===== config.mk =====
export PLATFORM = sky130hd
export DESIGN_NAME = multi_buffer_slot_manager
export DESIGN_NICKNAME = d
export VERILOG_FILES = /design/src/rtl/mbsm_pkg.sv /design/src/rtl/multi_buffer_slot_manager.sv /design/src/rtl/mbsm_ram.sv
export VERILOG_INCLUDE_DIRS = /design/src /design/src/rtl
export SDC_FILE = /design/constraint.sdc
export NUM_CORES = 1
export LEC_CHECK = 0
export BUFFER_PORTS_ARGS = -buffer_cell sky130_fd_sc_hd__buf_2
export CORE_ASPECT_RATIO = 0.5
export CORE_MARGIN = 2
export CORE_UTILIZATION = 45
export CTS_CLUSTER_DIAMETER = 200
export CTS_CLUSTER_SIZE = 16
export DETAILED_ROUTE_END_ITERATION = 10
export GPL_TIMING_DRIVEN = 1
export SLEW_MARGIN = 20
export SYNTH_ARGS = -nofsm -noshare
export SYNTH_HDL_FRONTEND = slang
export SYNTH_SLANG_ARGS = --single-unit

===== constraint.sdc =====
create_clock -name i_clk -period 9.7 [get_ports i_clk]
set_input_delay 1.455 -clock i_clk [delete_from_list [all_inputs] [get_ports i_clk]]
set_output_delay 1.455 -clock i_clk [all_outputs]
set_load 0.02 [all_outputs]

===== src/rtl/multi_buffer_slot_manager_assert.svh =====
// ----------------------------------------------------------------------------
// Assertion macros
// Clocked assertion helpers for the slot manager, empty under synthesis.
// ----------------------------------------------------------------------------
`ifndef MULTI_BUFFER_SLOT_MANAGER_ASSERT_SVH
`define MULTI_BUFFER_SLOT_MANAGER_ASSERT_SVH

`ifndef SYNTHESIS
`define MBSM_ASSERT(label, clk, rst_n, cond, msg) \
    label: assert property (@(posedge clk) disable iff (!rst_n) (cond)) else $error(msg);
`define MBSM_ASSERT_NEXT(label, clk, rst_n, ante, cons, msg) \
    label: assert property (@(posedge clk) disable iff (!rst_n) (ante) |=> (cons)) \
        else $error(msg);
`else
`define MBSM_ASSERT(label, clk, rst_n, cond, msg)
`define MBSM_ASSERT_NEXT(label, clk, rst_n, ante, cons, msg)
`endif

`endif


===== src/rtl/mbsm_pkg.sv =====
// ----------------------------------------------------------------------------
// Slot manager package
// Widths, operation codes, word layouts and slot pick helpers.
// ----------------------------------------------------------------------------
package mbsm_pkg;

    localparam int SLOT_COUNT = 3;
    localparam int IDX_W      = 3;
    localparam int PIN_W      = 8;
    localparam int STAMP_W    = 63;
    localparam int OP_W       = 3;
    localparam int SLOT_AW    = (SLOT_COUNT > 1) ? $clog2(SLOT_COUNT) : 1;

    localparam int S_TDATA_W  = ((STAMP_W + PIN_W + 7) / 8) * 8;
    localparam int S_TUSER_W  = OP_W;
    localparam int M_FIELD_W  = 3 * IDX_W + PIN_W + 2 * STAMP_W;
    localparam int M_TDATA_W  = ((M_FIELD_W + 7) / 8) * 8;
    localparam int M_PAD_W    = M_TDATA_W - M_FIELD_W;
    localparam int M_TUSER_W  = 1;

    typedef enum logic [OP_W-1:0] {
        OP_ACQUIRE      = 3'd0,
        OP_PUBLISH      = 3'd1,
        OP_BEGIN_READ   = 3'd2,
        OP_END_READ     = 3'd3,
        OP_READ_CURRENT = 3'd4
    } t_op;

    typedef struct packed {
        t_op                op;
        logic [STAMP_W-1:0] stamp;
        logic [PIN_W-1:0]   release_mask;
    } t_in_word;

    typedef struct packed {
        logic [IDX_W-1:0] write_slot;
        logic [IDX_W-1:0] prev_slot;
        logic [IDX_W-1:0] curr_slot;
        logic             granted;
        logic [PIN_W-1:0] read_mask;
        logic             use_prev;
        logic             use_curr;
    } t_result;

    function automatic logic [PIN_W-1:0] slot_bit(input logic [IDX_W-1:0] idx);
        logic [PIN_W-1:0] b;
        b      = '0;
        b[idx] = 1'b1;
        return b;
    endfunction

    // lowest free slot, else lowest slot that is not current, else slot zero
    function automatic logic [IDX_W-1:0] pick_slot(
        input logic [IDX_W-1:0] prev,
        input logic [IDX_W-1:0] curr,
        input logic [PIN_W-1:0] pin
    );
        logic [IDX_W-1:0] first;
        logic [IDX_W-1:0] second;
        logic             found_first;
        logic             found_second;
        first        = '0;
        second       = '0;
        found_first  = 1'b0;
        found_second = 1'b0;
        for (int i = SLOT_COUNT - 1; i >= 0; i--) begin
            if (IDX_W'(i) != prev && IDX_W'(i) != curr && !pin[i]) begin
                first       = IDX_W'(i);
                found_first = 1'b1;
            end
            if (IDX_W'(i) != curr) begin
                second       = IDX_W'(i);
                found_second = 1'b1;
            end
        end
        if (found_first) begin
            return first;
        end else if (found_second) begin
            return second;
        end
        return '0;
    endfunction

endpackage


===== src/rtl/multi_buffer_slot_manager.sv =====
// ----------------------------------------------------------------------------
// Multi buffer slot manager
// Tracks write, previous and current slots, reader pins and slot stamps.
// ----------------------------------------------------------------------------
// Pipeline: input register, then result register; a result stall holds both.
// Throughput: one word per cycle while i_m_tready does not stall the result register.
// Stamp read: registered RAM read issued with the state update.
// Reset: synchronous, active low; clears indices, pins, stamp valid bits and valid flags.
// A stamp never written reads as zero; no clearing pass is needed.
module multi_buffer_slot_manager (
    input  logic                           i_clk,
    input  logic                           i_rst_n,
    input  logic                           i_s_tvalid,
    output logic                           o_s_tready,
    // stamp[62:0], release_mask[70:63], zero fill
    input  logic [mbsm_pkg::S_TDATA_W-1:0] i_s_tdata,
    // op[2:0]
    input  logic [mbsm_pkg::S_TUSER_W-1:0] i_s_tuser,
    output logic                           o_m_tvalid,
    input  logic                           i_m_tready,
    // write_slot[2:0], prev_slot[5:3], curr_slot[8:6], read_mask[16:9],
    // prev_stamp[79:17], curr_stamp[142:80], zero fill
    output logic [mbsm_pkg::M_TDATA_W-1:0] o_m_tdata,
    // granted[0]
    output logic [mbsm_pkg::M_TUSER_W-1:0] o_m_tuser
);

    localparam int IW = mbsm_pkg::IDX_W;
    localparam int PW = mbsm_pkg::PIN_W;
    localparam int SW = mbsm_pkg::STAMP_W;
    localparam int AW = mbsm_pkg::SLOT_AW;
    localparam int SC = mbsm_pkg::SLOT_COUNT;

    logic                r_in_valid;
    mbsm_pkg::t_in_word  r_in;
    logic                r_out_valid;
    mbsm_pkg::t_result   r_out;
    mbsm_pkg::t_result   n_out;

    logic [IW-1:0] r_prev,  n_prev;
    logic [IW-1:0] r_curr,  n_curr;
    logic [IW-1:0] r_write, n_write;
    logic [PW-1:0] r_pin,   n_pin;
    logic [SC-1:0] r_svalid, n_svalid;

    logic          adv;
    logic          fire;
    logic          stamp_we;
    logic          grant;
    logic [PW-1:0] want;
    logic [SW-1:0] ram_prev;
    logic [SW-1:0] ram_curr;
    logic [SW-1:0] prev_stamp;
    logic [SW-1:0] curr_stamp;

    assign adv        = !r_out_valid || i_m_tready;
    assign fire       = adv && r_in_valid;
    assign o_s_tready = !r_in_valid || adv;
    assign want       = mbsm_pkg::slot_bit(r_prev) | mbsm_pkg::slot_bit(r_curr);

    always_comb begin
        n_prev   = r_prev;
        n_curr   = r_curr;
        n_write  = r_write;
        n_pin    = r_pin;
        n_svalid = r_svalid;
        stamp_we = 1'b0;
        grant    = 1'b0;
        unique case (r_in.op)
            mbsm_pkg::OP_ACQUIRE: begin
                n_write = mbsm_pkg::pick_slot(r_prev, r_curr, r_pin);
            end
            mbsm_pkg::OP_PUBLISH: begin
                stamp_we                   = 1'b1;
                n_svalid[r_write[AW-1:0]]  = 1'b1;
                n_prev                     = r_curr;
                n_curr                     = r_write;
            end
            mbsm_pkg::OP_BEGIN_READ: begin
                if ((r_pin & want) == '0) begin
                    grant = 1'b1;
                    n_pin = r_pin | want;
                end
            end
            mbsm_pkg::OP_END_READ: begin
                n_pin = r_pin & ~r_in.release_mask;
            end
            default: begin
            end
        endcase
    end

    always_comb begin
        n_out.write_slot = n_write;
        n_out.prev_slot  = n_prev;
        n_out.curr_slot  = n_curr;
        n_out.granted    = grant;
        n_out.read_mask  = grant ? want : '0;
        n_out.use_prev   = grant && r_svalid[r_prev[AW-1:0]];
        n_out.use_curr   = grant && r_svalid[r_curr[AW-1:0]];
    end

    mbsm_ram #(
        .WIDTH (SW),
        .DEPTH (SC)
    ) u_stamps (
        .i_clk     (i_clk),
        .i_we      (fire && stamp_we),
        .i_waddr   (r_write[AW-1:0]),
        .i_wdata   (r_in.stamp),
        .i_re      (fire),
        .i_raddr_a (r_prev[AW-1:0]),
        .i_raddr_b (r_curr[AW-1:0]),
        .o_rdata_a (ram_prev),
        .o_rdata_b (ram_curr)
    );

    always_ff @(posedge i_clk) begin
        if (!i_rst_n) begin
            r_in_valid  <= 1'b0;
            r_out_valid <= 1'b0;
            r_prev      <= '0;
            r_curr      <= '0;
            r_write     <= '0;
            r_pin       <= '0;
            r_svalid    <= '0;
        end else begin
            if (fire) begin
                r_prev   <= n_prev;
                r_curr   <= n_curr;
                r_write  <= n_write;
                r_pin    <= n_pin;
                r_svalid <= n_svalid;
            end
            if (adv) begin
                r_out_valid <= r_in_valid;
            end
            if (o_s_tready) begin
                r_in_valid <= i_s_tvalid;
            end
        end
    end

    always_ff @(posedge i_clk) begin
        if (o_s_tready) begin
            r_in.op           <= mbsm_pkg::t_op'(i_s_tuser[mbsm_pkg::OP_W-1:0]);
            r_in.stamp        <= i_s_tdata[SW-1:0];
            r_in.release_mask <= i_s_tdata[SW +: PW];
        end
        if (fire) begin
            r_out <= n_out;
        end
    end

    assign prev_stamp = r_out.use_prev ? ram_prev : '0;
    assign curr_stamp = r_out.use_curr ? ram_curr : '0;

    assign o_m_tvalid = r_out_valid;
    assign o_m_tuser  = r_out.granted;
    assign o_m_tdata  = {{mbsm_pkg::M_PAD_W{1'b0}}, curr_stamp, prev_stamp,
                         r_out.read_mask, r_out.curr_slot, r_out.prev_slot,
                         r_out.write_slot};

`include "multi_buffer_slot_manager_assert.svh"

    `MBSM_ASSERT(a_slots_in_range, i_clk, i_rst_n,
        (r_write < IW'(SC)) && (r_prev < IW'(SC)) && (r_curr < IW'(SC)),
        "slot index out of range")
    `MBSM_ASSERT(a_stall_blocks_input, i_clk, i_rst_n,
        !(r_out_valid && !i_m_tready && r_in_valid && o_s_tready),
        "input taken while pipeline full")
    `MBSM_ASSERT_NEXT(a_grant_pins, i_clk, i_rst_n, fire && grant,
        ((r_pin & r_out.read_mask) == r_out.read_mask) && (r_out.read_mask != '0),
        "granted slots not pinned")

endmodule


===== src/rtl/mbsm_ram.sv =====
// ----------------------------------------------------------------------------
// Generic RAM
// One write port, two read ports with registered read data.
// ----------------------------------------------------------------------------
module mbsm_ram #(
    parameter int WIDTH = 8,
    parameter int DEPTH = 4
) (
    input  logic                     i_clk,
    input  logic                     i_we,
    input  logic [$clog2(DEPTH)-1:0] i_waddr,
    input  logic [WIDTH-1:0]         i_wdata,
    input  logic                     i_re,
    input  logic [$clog2(DEPTH)-1:0] i_raddr_a,
    input  logic [$clog2(DEPTH)-1:0] i_raddr_b,
    output logic [WIDTH-1:0]         o_rdata_a,
    output logic [WIDTH-1:0]         o_rdata_b
);

    logic [WIDTH-1:0] r_mem [DEPTH];
    logic [WIDTH-1:0] r_rdata_a;
    logic [WIDTH-1:0] r_rdata_b;

    always_ff @(posedge i_clk) begin
        if (i_we) begin
            r_mem[i_waddr] <= i_wdata;
        end
        if (i_re) begin
            r_rdata_a <= r_mem[i_raddr_a];
            r_rdata_b <= r_mem[i_raddr_b];
        end
    end

    assign o_rdata_a = r_rdata_a;
    assign o_rdata_b = r_rdata_b;

endmodule

==> results of run 1 <==
==> final timing paths <==
kind | end | cells past startpoint | start | slack [ps]
setup / recovery | o_s_tready | 4 | i_m_tready | 5660
hold / removal | r_write[2] | 2 | r_write[2] | 440
setup reg to reg | o_m_tdata[13] | 5 | r_curr[0] | 6610
hold reg to reg | r_write[2] | 2 | r_write[2] | 440
==> worst reg2reg max path: stages, from the launching register on <==
cell and delay (ps):
dfxtp_4 610, buf_4 920, inv_2 230, a41oi_1 370
o2111ai_4 360, nor3_1 390
==> through the flow <==
| stage | total power, mW | setup slack [ps] |
|---|---|---|
| after floorplan | 2.21 | 2540 |
| after CTS | 3.42 | 5600 |
| after global routing | 3.50 | 5520 |
| final | 3.38 | 5660 |
| after detailed placement | 2.26 | 5590 |
| after global placement | 2.26 | 5660 |
==> layer usage <==
metal | vias up | GRT usage [%] | routed length (um)
li1 | 4642 | - | -
met5 | - | 0 | 0
met2 | 207 | 34.1 | 19900
met1 | 4929 | 22.6 | 15300
met3 | 43 | 2.68 | 1570
met4 | 0 | 4.37 | 673
==> final cells by class <==
type                            count  area share (%)
Sequential cell                   431            64.8
Multi-Input combinational cell    648            21.3
Timing Repair Buffer              238            6.27
Clock buffer                       44            4.20
Tap cell                          520            3.31
Inverter                            3          0.0573
Antenna cell                        1          0.0127
==> cell families (layout without fill, tap and decap cells) <==
family          count (synthesis)  in the layout
simple gates                  345            345
mux                           141            141
buf+inv                        90            285
flops                         431            431
other cells                     1              2
compound gates                161            161
==> cell usage after synthesis, types with 4 or more instances <==
| cell type | count | area [um^2] |
|---|---|---|
| mux2_2 | 5 | 56.3 |
| nand2_1 | 139 | 522 |
| and2_1 | 127 | 795 |
| clkbuf_1 | 38 | 143 |
| nor2b_1 | 11 | 68.8 |
| nor3b_1 | 7 | 52.6 |
| nor3_1 | 18 | 90.1 |
| dfxtp_1 | 22 | 440 |
| edfxtp_1 | 409 | 12300 |
| o31ai_1 | 8 | 60.1 |
| nor2_1 | 4 | 15.0 |
| buf_1 | 5 | 18.8 |
| mux2i_1 | 136 | 1360 |
| o21a_1 | 5 | 37.5 |
| nand3_1 | 10 | 50.1 |
| a21oi_1 | 5 | 25.0 |
| o21ai_0 | 128 | 641 |
| nand4_1 | 10 | 62.6 |
| buf_4 | 19 | 143 |
| buf_2 | 25 | 125 |
| o21ai_1 | 4 | 20.0 |
==> registers in the layout, summed over array words and instances (netlist names) <==
register and flops:
r_in 74, o_m_tuser 1, u_stamps.o_rdata_b 63, r_prev 3, r_in_valid 1, r_curr 3
o_m_tdata 17, r_pin 8, u_stamps.o_rdata_a 63, r_svalid 3, u_stamps.r_mem 189, o_m_tvalid 1
r_out 2, r_write 3
==> cell usage in the layout, fill, tap and decap left out, drive strengths merged, types with 3 or more instances in the layout <==
master  instances
nand4          10
edfxtp        409
mux2            5
buf           238
o31ai           8
nand2b          3
clkbuf         44
mux2i         136
nor2b          11
o21a            5
inv             3
o21ai         132
nor3           18
nand2         139
nor3b           8
o22ai           3
nand4b          3
nor2            4
a21oi           5
and2          127
nand3          10
dfxtp          22
==> report_power, final <==
group          total [mW]  internal [mW]  switching [mW]  leakage [nW]
clock network        1.16          0.581           0.584         0.397
registers            2.10           2.08          0.0211          4.03
logic               0.118         0.0401          0.0782          2.13
total                3.38           2.70           0.683          6.55
==> results.sh, run 1 <==
export IMPL_status="complete, no violations"
export IMPL_hold_violations=0
export IMPL_numPlacedInstances=1840
export IMPL_cts_buffers_inserted=30
export IMPL_portBuffers=223
export IMPL_grt_pass1_wl_mm=56.1
export IMPL_grt_antenna_before_repair=1
export IMPL_cts_setup_buffers=0
export IMPL_ctsHoldBuffers=0
export IMPL_clk_path_buf_depth=3
export IMPL_clkTransAtPathRegs_ps=70
export IMPL_worstPathCellList="buf_2, nor2b_1, nand2_4, buf_2"
export IMPL_grt_start_max_net_pins=110
export IMPL_dieArea_um2=40200
export IMPL_cp_buffers_inverters=2
export IMPL_core_um2=37700
export IMPL_min_path_type="flop to flop"
export IMPL_start_util_pct=46.0
export IMPL_die_h_um=143
export IMPL_finalNonFillerCells=1885
export IMPL_synthXorXnorAreaFrac_pct=0
export IMPL_skew_ps=10.1
export IMPL_cp_top_family="simple AND/OR/NAND/NOR gates"
export IMPL_worstPathMaxFanout=35
export IMPL_yosys_area_share_simple_pct=10.5
export IMPL_nNetsFinal=1431
export IMPL_cp_slowest_stage_delay_ps=380
export IMPL_drv_slew=0
export IMPL_syn_area_um2=17300
export IMPL_ctsResizeCount=0
export IMPL_vdd_drop_max_v=0.0000983
export IMPL_tritoncts="built"
export IMPL_drv_cap=0
export IMPL_synth_edf_count=409
export IMPL_finalSetupViolCount=0
export IMPL_routed_wl_mm=37.4
export IMPL_clock_sinks=431
export IMPL_grt_pass1_vias=10000
export IMPL_final_antenna_net_count=0
export IMPL_async_flop_share_pct=0
export IMPL_yosysWarningCount=0
export IMPL_seq_area_frac_synth_pct=73.4
export IMPL_num_fill_cells=3112
export IMPL_place_hpwl_mm=21.7
export IMPL_drc_errors=0
export IMPL_ios=226
export IMPL_critPathLaunchType="input port"
export IMPL_grt_use_total_pct=18.3
export IMPL_period_share_pct=41.6
export IMPL_die_width_um=282
export IMPL_rsz0062_at_grt="false"
export IMPL_viasPerCell=5.21
export IMPL_grt_overflow_total=0
export IMPL_htreeDepth=1
export IMPL_final_setup_tns_ps=0
export IMPL_multi_input_area_um2=4190
export IMPL_leakage_nw=6.55
export IMPL_clk_latency_ps=570
export IMPL_cp_slowest_cell="nand2_4"
export IMPL_drt_pass1_iterations=7
export IMPL_worst_slew_pin_transition_ps=1120
export IMPL_placed_cell_area_um2=18800
export IMPL_dr_first_iter_drc_count=755
export IMPL_wire_per_inst_um=19.8
export IMPL_yosys_mux_area_fraction_pct=8.18
export IMPL_final_cell_area_um2=19700
export IMPL_synth_compound_area_share_pct=5.32
export IMPL_final_util_pct=52.2
export IMPL_crit_top_cell="buf_2"
export IMPL_regArea_um2=12700
export IMPL_synth_avg_cell_area_um2=14.8
export IMPL_critPathArrivalTime_ps=2580
export IMPL_cts_root_buf="clkbuf_16"
export IMPL_maxSlewHeadroom_pct=25.6
export IMPL_synth_cell_types=44
export IMPL_synth_adder_area_share_pct=0
export IMPL_syn_inst=1169
export IMPL_synth_ff_type="edfxtp_1"
export IMPL_num_vias=9821
export IMPL_fmax_mhz=248
export IMPL_path_class="input port to primary output"
export IMPL_min_period_ps=4040
export IMPL_power_density_nw_per_um2=172
export IMPL_crit_required_ps=8250
export IMPL_synth_top_family_by_area="simple AND/OR/NAND/NOR gates"
export IMPL_hold_slack_ps=440
export IMPL_synth_fp_nets=1248
export IMPL_ys_seq_elements=431
export IMPL_gp_congestion=0.779
export IMPL_areaGrowthSynthToFinish_pct=13.4
export IMPL_drive_above_1_share_pct=21.2
export IMPL_rows=50
export IMPL_endpoint_kind="primary output"
No activity file was read; power rests on OpenSTA's default activity.
==> run 2: changes to the inputs <==
ABC_AREA = 1   (was default)
clock period = 3.9 ns   (was 9.7 ns; I/O delays follow)
==> run 2 against run 1 <==
Global-route usage grew 1.2 points. Cell count increased by 13%. Synthesized cell count is 22% higher. Via count rose by 14%. Final area up 0.60%. Hold slack worse by 280 ps. Synthesized area hardly changed. Core utilization up 0.31 points. Die area barely moved. Clock-buffer cell count fell by 2. First-iteration DRC count rose by 16%. Critical endpoint is now o_m_tdata[114]. Largest cell class unchanged.
==> results.sh, run 2 <==
export IMPL_dieArea_um2=40200
export IMPL_yosysMostFrequentCell="edfxtp_1"
export IMPL_fin_ws_ps=1100
export IMPL_min_period_ps=2800
export IMPL_areaGrowthSynthToFinish_pct=14.0
export IMPL_maxSlewHeadroom_pct=25.5
export IMPL_place_hpwl_mm=22.9
export IMPL_grt_use_total_pct=19.5
export IMPL_htreeDepth=1
export IMPL_portBuffers=223
export IMPL_worst_slew_pin_transition_ps=1120
export IMPL_dp_slack_ps=1350
export IMPL_largestRegisters="u_stamps.r_mem (189), r_in (74)"
export IMPL_final_setup_tns_ps=0
export IMPL_tritoncts="built"
export IMPL_drt_pass1_iterations=6
export IMPL_fmax_mhz=358
export IMPL_rsz0062_at_grt="false"
export IMPL_dr_first_iter_drc_count=879
export IMPL_grt_pass1_vias=11500
export IMPL_final_common_cell="edfxtp_1"
export IMPL_synth_area_leaders="edfxtp_1 71%, nand2_1 6.4%, a22oi_1 5.5%"
export IMPL_die_h_um=143
export IMPL_power_density_nw_per_um2=447
export IMPL_path_class="flop to primary output"
export IMPL_drc_errors=0
export IMPL_hold_violations=0
export IMPL_rows=50
export IMPL_cts_setup_buffers=0
export IMPL_leakage_nw=8.65
export IMPL_grt_antenna_before_repair=1
export IMPL_syn_inst=1423
export IMPL_cts_root_buf="clkbuf_16"
export IMPL_routed_wl_mm=39.6
export IMPL_core_um2=37700
export IMPL_wire_per_inst_um=18.6
export IMPL_status="complete, no violations"
export IMPL_finalSetupViolCount=0
export IMPL_syn_area_um2=17300
export IMPL_worstPathMaxFanout=47
export IMPL_yosysWarningCount=0
export IMPL_final_util_pct=52.5
export IMPL_synth_top_area_cell="edfxtp_1"
export IMPL_viasPerCell=5.24
export IMPL_multi_input_area_um2=3350
export IMPL_clk_path_buf_depth=3
export IMPL_power_total_mw=8.83
export IMPL_clock_sinks=431
export IMPL_final_antenna_net_count=0
export IMPL_ctsHoldBuffers=0
export IMPL_yosysTopAreaCellShare_pct=70.8
export IMPL_largest_reg_flops=189
export IMPL_gp_congestion=0.793
export IMPL_period_share_pct=71.7
export IMPL_seq_area_frac_synth_pct=73.3
export IMPL_clkTransAtPathRegs_ps=80
export IMPL_synth_edf_count=409
export IMPL_synth_ff_type="edfxtp_1"
export IMPL_numPlacedInstances=2087
export IMPL_critPathArrivalTime_ps=2210
export IMPL_layout_common_cells="409 x edfxtp_1, 296 x nand2_1, 223 x buf_2, 220 x inv_1, 147 x a21oi_1"
export IMPL_drive_above_1_share_pct=18.9
export IMPL_drv_cap=0
export IMPL_grt_pass1_wl_mm=60.7
export IMPL_ys_top_cells_by_count="409 x edfxtp_1, 296 x nand2_1, 221 x inv_1"
export IMPL_skew_ps=32.4
export IMPL_die_width_um=282
export IMPL_drv_slew=0
export IMPL_nNetsFinal=1678
export IMPL_num_vias=11200
export IMPL_clk_latency_ps=590
export IMPL_synth_avg_cell_area_um2=12.2
export IMPL_regMostFlops="u_stamps.r_mem"
export IMPL_start_util_pct=46.1
export IMPL_cts_buffers_inserted=30
export IMPL_critPathLaunchType="flop"
export IMPL_regArea_um2=12700
export IMPL_synth_cell_types=23
export IMPL_vdd_drop_max_v=0.000336
export IMPL_ios=226
export IMPL_grt_start_max_net_pins=98
export IMPL_synth_fp_nets=1502
export IMPL_num_fill_cells=3244
export IMPL_async_flop_share_pct=0
export IMPL_crit_required_ps=3310
export IMPL_finalNonFillerCells=2131
export IMPL_min_path_type="input port to flop"
export IMPL_grt_overflow_total=0
export IMPL_endpoint_kind="primary output"
export IMPL_ys_seq_elements=431
export IMPL_ctsResizeCount=0
[run 2: cell types whose count changed after synthesis, moves of 11 or more]
cell,delta
clkbuf_1,+20
inv_1,+219
a22oi_1,+126
mux2i_1,-136
and2_1,-127
o21ai_0,-105
buf_2,-18
nor2b_1,-11
nand2_1,+157
nor2_1,+30
nor3_1,-13
a21oi_1,+142
[run 2: layout make-up]
class | instances | area share [%]
clock inverter | 1 | 0.0823
clock buffer | 42 | 4.03
tap | 520 | 3.29
timing repair buffer | 243 | 6.91
inverter | 227 | 4.34
sequential | 431 | 64.4
antenna | 1 | 0.0127
multi-input combinational | 666 | 16.9
[run 2: worst paths after layout]
path                              startpoint              endpoint  cells past startpoint  slack, ps
worst min-delay path            i_s_tdata[6]              r_in[14]                      1        160
worst max-delay path                r_out[0]        o_m_tdata[114]                      4       1100
worst min register to register       r_in[9]  u_stamps.r_mem[0][1]                      0        450
worst max register to register     r_curr[0]              r_pin[1]                     11       1450
[run 2: stage by stage]
step                cell area (um^2)  hold slack, ps
finish                         19800             162
global route                   19800             149
CTS                            19800             144
detailed placement             19000             453
global placement               19000             444
floorplan                      17400             440
[run 2: cell families after synthesis]
kind of cell,count (synthesis),synth area share (%)
other,1,0.0216
DFF,431,73.3
and+or+nand+nor,361,8.28
AOI/OAI and AO/OA,304,10.7
buffers and inverters,326,7.62
[run 2: power by group]
part	total [mW]	internal, mW	switching, mW
registers	5.34	5.25	0.0960
logic	0.634	0.205	0.429
clock network	2.86	1.41	1.45
total	8.83	6.86	1.98
[run 2: layer usage]
metal | GRT usage (%) | wire length, um
met1 | 22.1 | 14800
met2 | 37.3 | 21600
met3 | 2.73 | 1820
met4 | 7.84 | 1340
met5 | 0 | 0
[run 2: worst max-delay path: stages (launching register included)]
cell	delay, ps
edfxtp_1	860
buf_12	370
nand2_1	90
inv_1	120
buf_2	180
==> run 3: changes to the inputs <==
PLACE_DENSITY = 0.67   (was default)
clock period = 2.3 ns   (was 3.9 ns; I/O delays follow)
==> run 3 against run 2 <==
Global-route usage down 0.26 points. First-iteration DRC count down 13%. Die area unchanged. Final area up 4.7%. Critical path type unchanged. Critical endpoint is now o_m_tdata[40]. Largest power group unchanged.
==> results.sh, run 3 (synthesis results as in run 2) <==
export IMPL_status="complete, no violations"
export IMPL_final_setup_tns_ps=0
export IMPL_placed_cell_area_um2=19100
export IMPL_ctsHoldBuffers=75
export IMPL_num_fill_cells=3120
export IMPL_areaGrowthSynthToFinish_pct=19.3
export IMPL_layout_common_cells="409 x edfxtp_1, 295 x nand2_1, 223 x buf_2, 219 x inv_1, 147 x a21oi_1"
export IMPL_r2r_end="u_stamps.o_rdata_b[30]"
export IMPL_hold_violations=0
export IMPL_hold_end="r_pin[0]"
export IMPL_highest_layer="met4"
export IMPL_crit_required_ps=1960
export IMPL_power_density_nw_per_um2=730
export IMPL_r2r_setup_slack_ps=420
export IMPL_rows=50
export IMPL_antennaDiodeCount=0
export IMPL_grt_pass1_wl_mm=59.5
export IMPL_min_period_ps=2010
export IMPL_num_vias=11200
export IMPL_r2r_start="r_curr[0]"
export IMPL_grt_use_total_pct=19.3
export IMPL_cts_setup_buffers=0
export IMPL_die_width_um=282
export IMPL_drive_above_1_share_pct=18.9
export IMPL_grt_overflow_total=0
export IMPL_htreeDepth=1
export IMPL_clk_path_buf_depth=3
export IMPL_finalSetupViolCount=0
export IMPL_cp_buffers_inverters=3
export IMPL_regMostFlops="u_stamps.r_mem"
export IMPL_tritoncts="built"
export IMPL_ios=226
export IMPL_min_path_cells=3
export IMPL_viasPerCell=5.06
export IMPL_gp_congestion=0.824
export IMPL_drc_errors=0
export IMPL_path_class="flop to primary output"
export IMPL_grt_start_max_net_pins=129
export IMPL_finalNonFillerCells=2217
export IMPL_wire_per_inst_um=17.7
export IMPL_die_h_um=143
export IMPL_dieArea_um2=40200
export IMPL_cts_root_buf="clkbuf_16"
export IMPL_worstPathCellList="buf_12, nand2_1, inv_1, buf_2"
export IMPL_wl_met3_mm=1.89
export IMPL_drv_slew=0
export IMPL_grt_pass1_vias=11000
export IMPL_ff2ff_path_depth=4
export IMPL_drt_pass1_iterations=5
export IMPL_cp_top_family="buffers and inverters"
export IMPL_endpoint_kind="primary output"
export IMPL_place_hpwl_mm=22.6
export IMPL_wl_met2_mm=21.1
export IMPL_leakage_nw=9.06
export IMPL_worst_slew_pin_transition_ps=658
export IMPL_period_share_pct=87.6
export IMPL_worstPathMaxFanout=47
export IMPL_clkTransAtPathRegs_ps=80
export IMPL_largest_reg_flops=189
export IMPL_largestRegisters="u_stamps.r_mem (189), r_in (74)"
export IMPL_cp_slowest_stage_delay_ps=400
export IMPL_rsz0062_at_grt="false"
export IMPL_fmax_mhz=497
export IMPL_min_path_type="input port to flop"
export IMPL_start_util_pct=46.1
export IMPL_core_um2=37700
export IMPL_nNetsFinal=1765
export IMPL_skew_ps=10.2
export IMPL_dr_first_iter_drc_count=761
export IMPL_clock_sinks=431
export IMPL_routed_wl_mm=39.3
export IMPL_portBuffers=223
export IMPL_ctsResizeCount=0
export IMPL_final_common_cell="edfxtp_1"
export IMPL_cp_slowest_cell="edfxtp_1"
export IMPL_critPathLaunchType="flop"
export IMPL_drv_cap=0
export IMPL_final_cell_area_um2=20700
export IMPL_vdd_drop_max_v=0.000564
export IMPL_cts_buffers_inserted=30
export IMPL_clk_latency_ps=580
export IMPL_numPlacedInstances=2099
export IMPL_min_from="i_rst_n"
export IMPL_critPathArrivalTime_ps=1670
export IMPL_power_total_mw=15.1
export IMPL_maxSlewHeadroom_pct=56.1
export IMPL_final_antenna_net_count=0
export IMPL_wl_met1_mm=15.1
export IMPL_grt_antenna_before_repair=0
export IMPL_hold_slack_ps=76.5
[run 3: worst max path at each step]
stage | slack (ps) | depth (start not counted) | end | from
after floorplan | -510 | 5 | u_stamps.r_mem[0][0] | r_in[72]
after global placement | 320 | 8 | u_stamps.r_mem[0][53] | i_m_tready
after detailed placement | 320 | 8 | u_stamps.r_mem[0][53] | i_m_tready
after CTS | 250 | 4 | o_m_tdata[40] | r_out[1]
after global routing | 210 | 4 | o_m_tdata[40] | r_out[1]
final | 290 | 4 | o_m_tdata[40] | r_out[1]
[run 3: layout make-up]
| type | count | area [um^2] | share of cell area, % |
|---|---|---|---|
| Sequential cell | 431 | 12700 | 61.5 |
| Multi-Input combinational cell | 666 | 3350 | 16.2 |
| Timing Repair Buffer | 330 | 2290 | 11.1 |
| Inverter | 227 | 857 | 4.14 |
| Clock buffer | 42 | 796 | 3.84 |
| Tap cell | 520 | 651 | 3.14 |
| Clock inverter | 1 | 16.3 | 0.0786 |
[run 3: where the power goes]
part	switching (mW)	total, mW	internal, mW
Clock	2.46	4.84	2.38
Combinational	0.789	1.25	0.462
Sequential	0.123	9.02	8.90
[run 3: stage by stage]
step / util (%) / setup slack [ps]
floorplan: - / -513
global placement: 50.8 / 324
detailed placement: 50.8 / 320
CTS: 55.0 / 252
global route: 55.0 / 208
finish: 55.0 / 286
[run 3: worst reg2reg max path, delay by kind of cell (launching register included)]
kind / cells / cell delay (ps)
buf+inv: 2 / 820
flops: 1 / 610
compound gates: 2 / 280
[run 3: metal layers]
layer,GRT usage [%],up-vias
met5,0,-
met2,35.9,328
met1,22.8,5429
li1,-,5373
met3,2.70,86
met4,7.08,0
